File: src/vfm_pkg.sv
// Package for the value frequency / mode table unit.
// Holds command codes, controller states and the per-cell control struct.
// No dependencies.
package vfm_pkg;

    localparam int KEY_W     = 32;
    localparam int CMD_W     = 2;
    localparam int OUT_CNT_W = 16;

    typedef enum logic [CMD_W-1:0] {
        CMD_ADD    = 2'd0,
        CMD_REPORT = 2'd1,
        CMD_CLEAR  = 2'd2,
        CMD_NONE   = 2'd3
    } t_cmd;

    typedef enum logic [1:0] {
        ST_IDLE,
        ST_ADD,
        ST_RPT
    } t_state;

    // control that the sequencer hands to every cell
    typedef struct packed {
        logic lookup;     // compare broadcast value against held key
        logic valid;      // cell lies below the fill level
        logic write_new;  // append broadcast value here with count 1
        logic shift;      // take key and count from the next cell
    } t_cell_ctl;

endpackage

File: src/vfm_cell.sv
// One table cell: holds a key and its saturating count.
// Compares against the broadcast value and shifts toward its neighbor. Uses vfm_pkg.
module vfm_cell
    import vfm_pkg::*;
#(
    parameter int COUNT_WIDTH = 16
) (
    input  logic                    i_clk,
    input  t_cell_ctl               i_ctl,
    input  logic [KEY_W-1:0]        i_value,
    input  logic [KEY_W-1:0]        i_nxt_key,
    input  logic [COUNT_WIDTH-1:0]  i_nxt_cnt,
    output logic [KEY_W-1:0]        o_key,
    output logic [COUNT_WIDTH-1:0]  o_cnt,
    output logic                    o_hit
);

    logic [KEY_W-1:0]       r_key;
    logic [COUNT_WIDTH-1:0] r_cnt;

    assign o_hit = i_ctl.lookup && i_ctl.valid && (r_key == i_value);
    assign o_key = r_key;
    assign o_cnt = r_cnt;

    always_ff @(posedge i_clk) begin
        if (i_ctl.shift) begin
            r_key <= i_nxt_key;
            r_cnt <= i_nxt_cnt;
        end else if (o_hit) begin
            if (r_cnt != {COUNT_WIDTH{1'b1}}) begin
                r_cnt <= r_cnt + COUNT_WIDTH'(1);
            end
        end else if (i_ctl.write_new) begin
            r_key <= i_value;
            r_cnt <= COUNT_WIDTH'(1);
        end
    end

endmodule

File: config.mk
export PLATFORM = sky130hd
export DESIGN_NAME = vfm_cell
export DESIGN_NICKNAME = d
export VERILOG_FILES = /design/src/vfm_pkg.sv /design/src/vfm_cell.sv
export SDC_FILE = /design/constraint.sdc
export NUM_CORES = 1
export LEC_CHECK = 0
export ABC_AREA = 0
export BUFFER_PORTS_ARGS = -buffer_cell sky130_fd_sc_hd__buf_4
export CAP_MARGIN = 10
export CORE_AREA = 2 2 87 89
export DETAILED_ROUTE_END_ITERATION = 7
export DIE_AREA = 0 0 89 91
export PLACE_DENSITY = 0.69
export SLEW_MARGIN = 20
export SYNTH_ARGS = -nofsm -noshare
export SYNTH_HDL_FRONTEND = slang
export SYNTH_SLANG_ARGS = --single-unit
File: constraint.sdc
create_clock -name i_clk -period 9.9 [get_ports i_clk]
set_input_delay 0.99 -clock i_clk [delete_from_list [all_inputs] [get_ports i_clk]]
set_output_delay 0.99 -clock i_clk [all_outputs]
set_load 0.005 [all_outputs]
; ---- Yosys cells after proc, flatten, opt, wreduce, memory -nomap -nowiden
; Cells that the tools add are included.
[op_classes]
reduce_logical = 6
add_sub_neg = 1
n_mux = 7
eq_ne = 4
[ops]
columns = cell, count
row1 = 32-bit 2-to-1 mux, 3
row2 = 16-bit 2-to-1 mux, 4
row3 = 32-bit equality test, 1
row4 = 16-bit by 1-bit adder with 16-bit output (second input constant), 1
row5 = 16-bit != test (second input constant), 1
row6 = 2-bit AND reduction, 2
row7 = 3-bit by 2-bit != test with 1-bit output (second input constant), 1
row8 = 3-bit nonzero test, 1
row9 = 1-bit logical AND, 2
row10 = 2-bit != test (second input constant), 1
row11 = 2-bit nonzero test, 1
[totals]
in_bits = 85
ff_bits = 48
word_cells = 20

; ---- Longest topological paths before layout
; Gate-level depths: netlist (run 1).
[logic_depth]
depth_word = 4
ltp_mapped = 7
depth_no_buf = 6

; ---- Worst setup path before layout (run 1)
; Ideal clock, no wire load.
[synth_timing]
path_type = in2reg
startpoint = input port i_value[27]
endpoint = register r_key[0], in the netlist o_key[0] (enable)
setup_ns = 0.466
arrival_time_ns = 3.779
path_slack_ns = 5.656
stages = 5
t_required_ns = 9.434
cell_sequence = xnor2_1 > and3_1 > nand4_1 > nor3_1 > o21ai_0
[synth_via]
elab_chain_cells = 4
[synth_lines]
columns = element, line
row1 = start: declaration, vfm_cell.sv:10  ; input logic [KEY_W-1:0] i_value,
row2 = 32-bit equality test, vfm_cell.sv:21  ; assign o_hit = i_ctl.lookup && i_ctl.valid && (r_key == i_value);
row3 = 1-bit logical AND, vfm_cell.sv:21
row4 = via o_hit, vfm_cell.sv:15  ; output logic o_hit
row5 = 2-bit != test (no source line), --
row6 = 2-bit AND reduction (no source line), --
row7 = end signal: assignment, vfm_cell.sv:27  ; r_key <= i_nxt_key;
row8 = end signal: assignment, vfm_cell.sv:34  ; r_key <= i_value;
row9 = end: declaration, vfm_cell.sv:18  ; logic [KEY_W-1:0] r_key;
; The timed path passes the listed nets, and every way through them passes these cells.
; A chain may end at the register's enable or synchronous reset.

; ---- Worst setup path after layout (run 1)
[layout_timing]
startpoint = input port i_value[15]
endpoint = output port o_hit
[layout_via]
elab_chain_cells = 2
[layout_lines]
columns = element, line
row1 = 32-bit equality test, vfm_cell.sv:21
row2 = 1-bit logical AND, vfm_cell.sv:21
row3 = end: declaration, vfm_cell.sv:15
; No other way between the ends.

==> results of run 1 <==
-- cell type report --
type / instances / area share [%]
Sequential cell: 48 / 36.4
Tap cell: 99 / 3.13
Multi-Input combinational cell: 151 / 31.9
Clock inverter: 3 / 1.07
Clock buffer: 5 / 1.74
Timing Repair Buffer: 134 / 25.4
Inverter: 4 / 0.379
-- metal layers --
metal	GRT usage (%)	vias up
met2	26.3	92
met3	6.36	11
met1	22.0	1000
li1	-	1052
met5	0	-
met4	5.97	0
-- registers in the layout, indices dropped and copies added, names as in the netlist --
signal / flops
o_cnt: 16
o_key: 32
-- kinds of logic after synthesis --
family	share of synthesized area [%]
and+or+nand+nor	10.1
buffers and inverters	2.62
muxes	13.0
AOI/OAI and AO/OA	7.10
xor gates and xnor gates	14.6
DFF	52.1
adders and majority gates	0.452
-- power by group through the flow --
| stage | Combinational [mW] | Clock [mW] | Sequential, mW |
|---|---|---|---|
| after floorplan | 0.0460 | 0 | 0.272 |
| after CTS | 0.117 | 0.150 | 0.267 |
| after global routing | 0.126 | 0.157 | 0.270 |
| after global placement | 0.116 | 0 | 0.271 |
| final | 0.116 | 0.147 | 0.267 |
| after detailed placement | 0.117 | 0 | 0.271 |
-- cells in the final DEF, fill, tap and decap left out, types with 3 or more instances in the layout --
master / count
sky130_fd_sc_hd__o31ai_2: 9
sky130_fd_sc_hd__nor4_1: 5
sky130_fd_sc_hd__nand2_1: 21
sky130_fd_sc_hd__nand3_1: 7
sky130_fd_sc_hd__inv_1: 4
sky130_fd_sc_hd__edfxtp_1: 48
sky130_fd_sc_hd__o31ai_1: 5
sky130_fd_sc_hd__clkbuf_8: 5
sky130_fd_sc_hd__buf_4: 134
sky130_fd_sc_hd__nor2_1: 5
sky130_fd_sc_hd__xor2_1: 36
sky130_fd_sc_hd__nor3_1: 3
sky130_fd_sc_hd__nand4_1: 6
sky130_fd_sc_hd__nor4_2: 3
sky130_fd_sc_hd__mux2_2: 32
sky130_fd_sc_hd__xnor2_1: 10
-- worst paths after layout --
kind / end / slack [ns]
max: o_hit / 6.33
min: o_cnt[0] / 0.71
max reg2reg: o_key[1] / 7.47
min reg2reg: o_cnt[0] / 0.71
-- metrics by stage --
| stage | power [mW] | instance area, um^2 | util, % | hold WS (ns) |
|---|---|---|---|---|
| final | 0.529 | 3960 | 55.5 | 0.712 |
| after global routing | 0.553 | 3960 | 55.5 | 0.757 |
| after CTS | 0.534 | 3960 | 55.5 | 0.712 |
| after detailed placement | 0.388 | 3850 | 53.9 | 0.699 |
| after global placement | 0.387 | 3850 | 53.9 | 0.713 |
| after floorplan | 0.317 | 2770 | - | 0.656 |
==> impl.org, run 1 <==
** STA
- Worst-Margin Slew :: 1.04 ns
- Crit share post-route :: 36.1%
- Setup Viol. Count Final :: 0
- In this run the tightest slew margin relative to its limit is 30.4%.
- Pins over their slew limit :: 0
- Maximum frequency from static timing analysis :: 280 MHz
- Unrepaired setup endpoints after global routing :: no
- For the finished layout, the period the worst path requires is 3.57 ns.
- Summed over all failing endpoints, the final setup total negative slack is 0 ns.
- The total count of hold-check failures in the final report came to 0.
- Setup slack on the critical path of the routed design comes to 6.33 ns.
- Across the routed clock network, the largest skew measured is 0.0113 ns.

** Min path
- The worst hold path begins at o_cnt[0].
- Kind of path behind the tightest hold check :: register to register
- Along the worst hold path, the cell count comes to 1.

** Power and ir drop
- Leakage power :: 1.62 nW
- Power per unit of standard cell area :: 134 nW/um^2
- Net switching power :: 0.135 mW
- IR drop worst, VDD :: 0.0000707 V
- Of the total power, combinational logic draws 21.8%.
- Clock share of power :: 27.7%
- Fraction of power spent switching nets :: 25.5%
- Internal power :: 0.394 mW
- Seq pwr share :: 50.5%

** Finish
- The number of antenna diodes in the final layout is 0.
- Compared with the post-synthesis result, the final layout area differs by 43.2%.
- Share of final-layout standard cells stronger than drive strength 1 :: 54.8%
- Fill cells in the final layout number 661.
- Combined flip-flop and latch cell area :: 1440 um^2
- Multi-input gate area in the final layout :: 1260 um^2
- The net count of the finished layout is 430.
- Leaving out filler cells and counting taps, the final layout contains 444.

** Worst setup path
- The critical path crosses 6 cells after its start point.
- Kind of end point of the critical path :: output pin
- The most numerous cell type found on the critical path is sky130_fd_sc_hd__buf_4.
- In this run the critical register-to-register path is launched from o_key[15].
- The largest single stage delay on the critical path is 0.46 ns.
- Data on the critical path is required at its endpoint by 8.91 ns.
- STA puts the critical path data arrival time at 2.58 ns.
- Critical path type :: input pin to output pin
- STA classifies the critical path startpoint as an input pin.
- Counting both buffers and inverters, the worst setup path holds a total of 2.
- Grouping stages by cell kind, the critical path spends the most delay in simple AND/OR/NAND/NOR gates.
- In this run the worst path has a maximum fanout of 4.
- CP startpoint :: i_value[15]
- Cell breakdown of the critical path :: buf_4, xor2_1, nor4_1, nand4_1, nor3_1, buf_4
- The number of cells on the worst reg-to-reg path is 5.
- The slowest stage of the critical path is the sky130_fd_sc_hd__nor3_1 cell.

** Logic synthesis
- Sequential cells were found to cover 52.1% of the synthesized design area.
- Synthesized net count :: 298
- The most common cell in the synthesized netlist is sky130_fd_sc_hd__edfxtp_1.
- Counting distinct cell types in the post-synthesis netlist gives 26.
- Area share of the largest cell type after synthesis :: 52.1%
- Ys async rst share :: 0%
- Synthesized area per cell :: 13.0 um^2
- Synth Cell Area :: 2770 um^2
- The commonest cells after synthesis are sky130_fd_sc_hd__edfxtp_1, sky130_fd_sc_hd__xor2_1, sky130_fd_sc_hd__mux2_2.
- Synthesis produced a netlist whose cell count is 212.
- The synthesized design contains 48 enable-type register cells.
- Cell accounting for the most synthesized area :: sky130_fd_sc_hd__edfxtp_1
- Count of yosys warnings during synthesis :: 0
- Predominant post-synthesis flop cell :: sky130_fd_sc_hd__edfxtp_1
- By area the synthesized netlist is led by sky130_fd_sc_hd__edfxtp_1, sky130_fd_sc_hd__mux2_2, sky130_fd_sc_hd__xor2_1, sky130_fd_sc_hd__o31ai_2, sky130_fd_sc_hd__xnor2_1.
- In this run, synthesis produced a sequential element count of 48.

** Routing
- Routed vias/inst :: 4.85
- Total length of routed met3 wires :: 680 um
- Top sig layer :: met4
- Met1 WL :: 2890 um
- The first detailed-routing pass took 4 iterations.
- Initial DRC Count :: 78
- Dividing the detail-routed wire length by the instance count gives 15.6 um.
- Summed over all nets, wire length on met2 after detailed routing comes to 3230 um.
- After detailed routing, the number of remaining DRC violations is 0.
- The count of nets left with antenna violations once routing finished came out at 0.
- The detailed router placed 2155 vias in this run.
- Routed WL :: 6930 um

** Clock network
- CTS tree :: yes
- The number of gates resized after CTS was 0.
- Clock Pin Slew Worst Setup and Hold Paths :: 0.09 ns
- Worst-case clock buffer depth :: 2
- Hold-fix buffer count after cts :: 0
- Latest clock arrival within the worst-skew pair :: 0.31 ns
- The H-tree generated during clock tree synthesis spans 2 levels.
- Post-CTS Setup Bufs :: 0
- The cell sitting at the root of the clock tree is a sky130_fd_sc_hd__clkbuf_8.
- Number of clock buffers inserted by TritonCTS :: 5
- Counting every sink on the clock net gives 48.

** Job
- Maximum Capacitance Violations :: 0

** Global routing
- For this run, the total global-route usage over all layers was measured as 17.1%.
- Total grt overflow :: 0
- Antenna violations before repair :: 0
- The number of global-route vias before repair was 2220.
- First-pass GRT wire length :: 10700 um
- Entering global routing, the biggest net connects 64 pins.

** Die
- Area of the placeable core :: 7140 um^2
- Die area :: 8100 um^2
- Measured along the x axis, the die boundary spans 89 um.
- The initial utilization of the core area, before any placement, comes to 38.8%.
- During I/O placement, the number of pins put on the boundary was 134.
- The floorplan has 31 rows.
- Vertical die dimension :: 91 um

** Status
- The run finished with clean final reports.

** Placed design
- Gpl congestion :: 0.766
- Prior to clock tree synthesis, the placed netlist has a worst setup slack of 6.28 ns.
- In this run, placement finished with an instance count of 436.
- The HPWL after detailed placement is 5240 um.
- Buffers on Ports :: 133
(Power assumes the default switching activity.)
==> inputs of run 2 (changes only) <==
- ABC_AREA: 0 -> 1
- CORE_AREA: 2 2 87 89 -> 2 2 97 99
- DIE_AREA: 0 0 89 91 -> 0 0 99 101
- clock period: 9.9 -> 3.1 ns (I/O delays scaled with it)
==> run 2 against run 1 <==
  * Final area grew 19%
  * Highest routed layer unchanged
  * Largest cell class is now multi-input combinational cells
  * Critical path depth is 6 higher
  * Clock power grew to 3.1 times the previous value
==> impl.org, run 2 <==
** STA
- Final count of hold timing violations :: 0 (unchanged)
- The number of max-slew violations in the final report was 0 (unchanged).
- The worst hold-check slack is 0.275 ns (-0.437 ns).
- The number of endpoints failing setup at the final stage is 0 (unchanged).
- Final TNS setup :: 0 ns (unchanged)
- Final critical path time including I/O delays and setup :: 2.52 ns
- The maximum clock skew at final layout was 0.00668 ns (-0.00465 ns).
- After layout, the worst path uses 81.1% of the clock period.
- The transition time at the pin with the least slew margin is 0.646 ns (-0.395 ns).
- Final WS setup :: 0.585 ns (-5.74 ns)
- For this run, the top clock speed supported by timing is 398 MHz.
- The normalized max-slew margin came to 56.9% (+27 points).
- Setup repair after global routing left no endpoint under its margin.

** Status
- Run status :: completed

** Logic synthesis
- The async set or reset register ratio after synthesis came to 0% (unchanged).
- Top post-synthesis cells by count :: sky130_fd_sc_hd__nand2_1, sky130_fd_sc_hd__inv_1, sky130_fd_sc_hd__nor2_1
- The count of warnings emitted by yosys was 0 (unchanged).
- Area share of the largest cell type after synthesis :: 41.1% (-11 points)
- The cell count after synthesis was 516 (+140%).
- Among all cell types in the netlist, the one instantiated most often is sky130_fd_sc_hd__nand2_1.
- Synthesized area per cell :: 6.80 um^2 (-48%)
- Summed over all instances, the cell type with the most area after synthesis is sky130_fd_sc_hd__edfxtp_1.
- Predominant post-synthesis flop cell :: sky130_fd_sc_hd__edfxtp_1
- In the post-synthesis netlist, the biggest area contributors are sky130_fd_sc_hd__edfxtp_1, sky130_fd_sc_hd__nand2_1, sky130_fd_sc_hd__inv_1, sky130_fd_sc_hd__nor2_1, sky130_fd_sc_hd__o21ai_0.
- The fraction of the yosys area taken by sequential cells was 41.1% (-11 points).
- The number of synthesized flops with an enable pin came to 48 (unchanged).
- The number of distinct library cells after synthesis was 24 (-7.7%).
- The cell area after technology mapping came to 3510 um^2 (+27%).
- The post-synth net total is 602 (+100%).
- The number of synthesized register bits was 48 (unchanged).

** Clock network
- Post-CTS Setup Bufs :: 0 (unchanged)
- The clock latency on the worst-skew pair came to 0.31 ns (about the same).
- The hold-fix buffer count after cts came to 0 (unchanged).
- Clock Pin Slew Worst Setup and Hold Paths :: 0.09 ns (about the same)
- Total number of H-tree levels :: 2 (unchanged)
- TritonCTS built the clock tree.
- The clock tree buffer depth came to 2 (unchanged).
- The cell sitting at the root of the clock tree is a sky130_fd_sc_hd__clkbuf_8.
- Resized Gates After CTS :: 0 (unchanged)
- The clock sink count was 48 (unchanged).
- The number of buffers created by CTS was 5 (unchanged).

** Power and ir drop
- The largest vdd supply drop is 0.000172 V (+140%).
- The leakage power figure was 2.57 nW (+59%).
- The overall power after layout was 1.82 mW (+240%).
- The power per cell area is 386 nW/um^2 (+190%).

** Finish
- The final net count was 734 (+71%).
- Number of antenna diodes :: 0 (unchanged)
- Leading cell type in the layout, fill and taps excluded :: sky130_fd_sc_hd__nand2_1
- The count of non-filler cells in the finished layout came to 760 (+71%).
- Relative area change from synthesis to final layout :: 34.6%
- The finished layout cell area was 4720 um^2 (+19%).
- The flip-flop count of the largest register, all copies and words added is 32 (unchanged).
- Most frequent cells in the layout :: sky130_fd_sc_hd__nand2_1, sky130_fd_sc_hd__buf_4, sky130_fd_sc_hd__inv_1
- The ratio of cells with drive above 1 in the final layout came to 25.6% (-29 points).
- Final standard cell utilization of the core :: 52.6% (-2.9 points)

** Routing
- DRC errors left :: 0 (unchanged)
- Routed WL :: 9800 um (+41%)
- The detailed-route via count was 3588 (+66%).
- 1st-pass router iterations :: 5 (+1)
- Average wire length per cell after detail routing :: 12.9 um (-17%)
- Routed vias/inst :: 4.72 (-2.7%)
- The iteration-0 DRC count of the detailed router is 146 (+87%).
- The residual antenna-violating net count after detailed routing was 0 (unchanged).

** Placed design
- The pre-CTS setup slack was 0.576 ns (-5.70 ns).
- The sum of net half-perimeters after detailed placement is 8060 um (+54%).
- The cell area after placement is 4620 um^2 (+20%).
- The quantity of I/O buffers inserted on ports came to 133 (unchanged).
- The global placer's final weighted congestion is 0.895 (+17%).
- The cell count after placement is 752 (+72%).

** Global routing
- Antenna violations before repair :: 0 (unchanged)
- Maximum number of pins on one net before global-route repair :: 51 (-20%)
- First-pass GRT wire length :: 15900 um (+48%)
- Combined global-route utilization of all metal layers :: 19.6% (+2.5 points)
- The number of global-route vias before repair was 3444 (+55%).
- The remaining global-route overflow was 0 (unchanged).

** Worst setup path
- The worst setup path is captured at a register.
- The cell depth of the worst flop-to-flop path is 12 (+7).
- Startpoint Class :: register
- The flop-to-flop setup slack is 0.58 ns (-6.89 ns).
- The worst setup path is of the register to register kind.
- The worst-path maximum fanout is 19 (+15).
- WP data required :: 3.15 ns (-5.76 ns)
- The critical path arrival was 2.56 ns (-0.02 ns).

** Job
- Maximum Capacitance Violations :: 0 (unchanged)

** Die
- I/O pin total :: 134 (unchanged)
- Die W :: 99 um (+11%)
- The area of the die came to 10000 um^2 (+23%).
- Initial Util :: 39.1% (+0.32 points)
- The placeable core region was 8980 um^2 (+26%).
- The floorplan die height is 101 um (+11%).
- Row Count :: 35 (+13%)

** Min path
- Cells on Worst Hold Path :: 3 (+2)
- Kind of path behind the tightest hold check :: input pin to register
==> run 2: cell families after synthesis <==
kind of cell	count (synthesis)	synth area share (%)
adders and majority gates	1	0.357
and+or+nand+nor	306	35.9
AOI/OAI and AO/OA	47	8.67
DFF	48	41.1
xor gates and xnor gates	11	2.75
buffers and inverters	103	11.2
==> run 2: final timing paths <==
path                    end          start
setup / recovery  o_key[27]       o_key[9]
hold / removal    o_key[18]  i_nxt_key[18]
setup reg to reg  o_key[27]       o_key[9]
hold reg to reg    o_cnt[2]       o_cnt[2]
==> run 2: cell type report <==
| cell class | instances | area [um^2] |
|---|---|---|
| Clock buffer | 5 | 68.8 |
| Clock inverter | 3 | 37.5 |
| Fill cell | 907 | 4260 |
| Inverter | 93 | 349 |
| Multi-Input combinational cell | 365 | 1670 |
| Sequential cell | 48 | 1440 |
| Tap cell | 111 | 139 |
| Timing Repair Buffer | 135 | 1010 |
==> run 2: worst max-delay path, stage by stage, from the launching register on <==
cell	delay, ns
sky130_fd_sc_hd__edfxtp_1	0.40
sky130_fd_sc_hd__inv_1	0.05
sky130_fd_sc_hd__nand2_1	0.11
sky130_fd_sc_hd__nand2_1	0.06
sky130_fd_sc_hd__nor2_1	0.12
sky130_fd_sc_hd__nand2_1	0.06
sky130_fd_sc_hd__nor2_1	0.16
sky130_fd_sc_hd__nand2_1	0.11
sky130_fd_sc_hd__nor2_4	0.17
sky130_fd_sc_hd__nand3_4	0.23
sky130_fd_sc_hd__o21ai_0	0.15
sky130_fd_sc_hd__inv_1	0.28
sky130_fd_sc_hd__buf_4	0.33
==> run 2: where the power goes <==
part | leakage, nW | switching, mW | internal [mW]
combinational | 2.02 | 0.259 | 0.245
clock | 0.0532 | 0.221 | 0.235
sequential | 0.498 | 0.0666 | 0.795
total | 2.57 | 0.546 | 1.28
==> run 2: layer usage <==
| layer | vias to the layer above | GRT usage [%] | wire [um] |
|---|---|---|---|
| met2 | 113 | 34.0 | 4690 |
| li1 | 1862 | - | - |
| met4 | 0 | 4.00 | 123 |
| met1 | 1601 | 25.8 | 4350 |
| met3 | 12 | 3.61 | 635 |
| met5 | - | 0 | 0 |
==> inputs of run 3 (changes only) <==
- clock period: 3.1 -> 2.17 ns (I/O delays scaled with it)
==> run 3 against run 2 <==
  * First-iteration DRC count up 33%
  * Routed wire length up 4.3%
  * Critical path depth down 1
  * Via count up 1.1%
  * Final cell count up 0.79%
==> impl.org, run 3 (synthesis results as in run 2) <==
** Worst setup path
- Startpoint Class :: register
- The required time at the worst-slack endpoint came to 2.22 ns (-0.93 ns).
- Largest fanout on the critical path :: 16 (-3)
- The worst setup path is of the register to register kind.
- Data arrival, critical path :: 2.06 ns (-0.50 ns)
- Kind of end point of the critical path :: register

** STA
- The final period demand of the worst path is 2.02 ns (-0.500 ns).
- The total count of hold-check failures in the final report was 0 (unchanged).
- Worst-Margin Slew :: 0.433 ns (-0.213 ns)
- The worst hold-check slack came to 0.184 ns (-0.0905 ns).
- The maximum clock skew at final layout was 0.00676 ns (+0.0000749 ns).
- The number of endpoints failing setup at the final stage is 0 (unchanged).
- The maximum clock frequency is 496 MHz (+25%).
- The normalized max-slew margin was 71.1% (+14 points).
- The accumulated negative setup slack came to 0 ns (unchanged).
- Pins over their slew limit :: 0 (unchanged)
- The period utilization is 92.9% (+12 points).

** Global routing
- The remaining global-route overflow came to 0 (unchanged).
- The pin count of the biggest net entering global routing was 47 (-7.8%).
- Antenna violations before repair :: 0 (unchanged)
- The overall fraction of global-route tracks in use came to 20.1% (+0.46 points).
- Via count of the first global-routing pass :: 3429 (-0.44%)
- The first-pass GRT wire length is 16200 um (+1.9%).

** Die
- Die area :: 10000 um^2 (unchanged)
- Initial Util :: 39.1% (unchanged)
- The cell row count was 35 (unchanged).
- The horizontal die dimension was 99 um (unchanged).
- Vertical die dimension :: 101 um (unchanged)
- I/O pin total :: 134 (unchanged)
- Area of the placeable core :: 8980 um^2 (unchanged)

** Clock network
- Latest clock arrival within the worst-skew pair :: 0.30 ns (about the same)
- Number of clock buffers inserted by TritonCTS :: 5 (unchanged)
- Clock Sink Count :: 48 (unchanged)
- Total number of H-tree levels :: 2 (unchanged)
- Worst-case clock buffer depth :: 2 (unchanged)
- CTS tree :: yes
- The tree is rooted in a sky130_fd_sc_hd__clkbuf_8.
- Clock Pin Slew Worst Setup and Hold Paths :: 0.09 ns (about the same)

** Finish
- The finished layout cell area came to 4760 um^2 (+0.77%).
- The number of antenna cells inserted is 0 (unchanged).
- Net count, final :: 740 (+0.82%)
- The library cell used most frequently in the layout, excluding fill and tap cells, is sky130_fd_sc_hd__nand2_1.
- Leaving out fill and tap cells, the most frequent cells in the layout are sky130_fd_sc_hd__nand2_1, sky130_fd_sc_hd__buf_4, sky130_fd_sc_hd__inv_1.
- Combined flip-flop and latch cell area :: 1440 um^2 (unchanged)
- The footprint of the multi-input gates was 1680 um^2 (+0.30%).
- The ratio of cells with drive above 1 in the final layout was 26.4% (+0.83 points).
- The final cell utilization of the core was 53.0% (+0.40 points).
- Fillers :: 891 (-1.8%)
- From synthesis to final layout, the design area changed by 35.6%.
- The flip-flop count of the largest register, all copies and words added came to 32 (unchanged).

** Power and ir drop
- Leakage power :: 2.59 nW (+0.83%)
- The largest vdd supply drop came to 0.000265 V (+54%).
- The power per cell area came to 524 nW/um^2 (+36%).
- Final total power :: 2.49 mW (+37%)

** Placed design
- Placed Instance Area :: 4650 um^2 (+0.76%)
- Buffers on Ports :: 133 (unchanged)
- Post-DP HPWL :: 8270 um (+2.6%)
- Gpl congestion :: 0.937 (+4.6%)

** Routing
- Antenna Violating Nets Remaining :: 0 (unchanged)
- Average wire length per cell after detail routing :: 13.3 um (+3.5%)
- Routed vias/inst :: 4.73 (+0.30%)
- Initial DRC Count :: 194 (+33%)
- DRC errors left :: 0 (unchanged)
- Routed WL :: 10200 um (+4.3%)
- The detailed-route via count was 3627 (+1.1%).
- 1st-pass router iterations :: 5 (unchanged)

** Job
- Maximum Capacitance Violations :: 0 (unchanged)

** Status
- Run status :: completed

** Min path
- Kind of path behind the tightest hold check :: input pin to register
==> run 3: changes by cell type in the layout (fill, tap and decap cells not counted) <==
cell	before	now
sky130_fd_sc_hd__buf_4	135	140
sky130_fd_sc_hd__clkbuf_1	0	2
sky130_fd_sc_hd__buf_12	0	1
sky130_fd_sc_hd__bufinv_16	1	0
sky130_fd_sc_hd__clkinv_1	2	1
sky130_fd_sc_hd__inv_1	90	89
sky130_fd_sc_hd__inv_2	3	4
sky130_fd_sc_hd__nor3_1	8	7
sky130_fd_sc_hd__nor3_2	0	1
==> run 3: power by group <==
part / switching (mW) / internal (mW) / total [mW]
combinational: 0.379 / 0.357 / 0.736
sequential: 0.0908 / 1.14 / 1.23
clock: 0.304 / 0.225 / 0.530
==> run 3: critical path: stages, from the launching register on <==
cell	delay, ns
sky130_fd_sc_hd__edfxtp_1	0.43
sky130_fd_sc_hd__nand2_1	0.09
sky130_fd_sc_hd__nand2_1	0.12
sky130_fd_sc_hd__nor2_1	0.12
sky130_fd_sc_hd__nand2_1	0.06
sky130_fd_sc_hd__nor2_1	0.16
sky130_fd_sc_hd__nand2_1	0.11
sky130_fd_sc_hd__nor2_4	0.18
sky130_fd_sc_hd__nand3_4	0.07
sky130_fd_sc_hd__o21ai_0	0.10
sky130_fd_sc_hd__inv_1	0.08
sky130_fd_sc_hd__buf_4	0.22
==> run 3: what timing repair did <==
action	in CTS	in global routing
buffers inserted	0	3
setup endpoints to repair	0	15
hold buffers	0	0
gates resized for setup	0	2
==> run 3: through the flow <==
step                std cells  setup WS [ns]
floorplan                 516          0.127
global placement          755          0.170
detailed placement        755          0.189
CTS                       763          0.127
global route              766        -0.0513
finish                    766          0.154
==> run 3: path summary, 6_finish.rpt <==
path / start / endpoint / cells past startpoint / slack, ns
max: o_key[6] / o_key[21] / 11 / 0.15
min: i_nxt_key[8] / o_key[8] / 3 / 0.18
max reg2reg: o_key[6] / o_key[21] / 11 / 0.15
min reg2reg: o_cnt[8] / o_cnt[8] / 2 / 0.72
==> run 3: routing by layer <==
metal / GRT usage, % / routed length, um
met1: 26.5 / 4470
met2: 34.3 / 4950
met3: 4.30 / 703
met4: 4.11 / 97
met5: 0 / 0
==> run 3: layout make-up <==
cell class | count | share of cell area [%]
Multi-Input combinational cell | 365 | 35.3
Clock buffer | 7 | 1.60
Tap cell | 111 | 2.92
Inverter | 93 | 7.34
Timing Repair Buffer | 141 | 22.5
Clock inverter | 1 | 0.0789
Sequential cell | 48 | 30.3
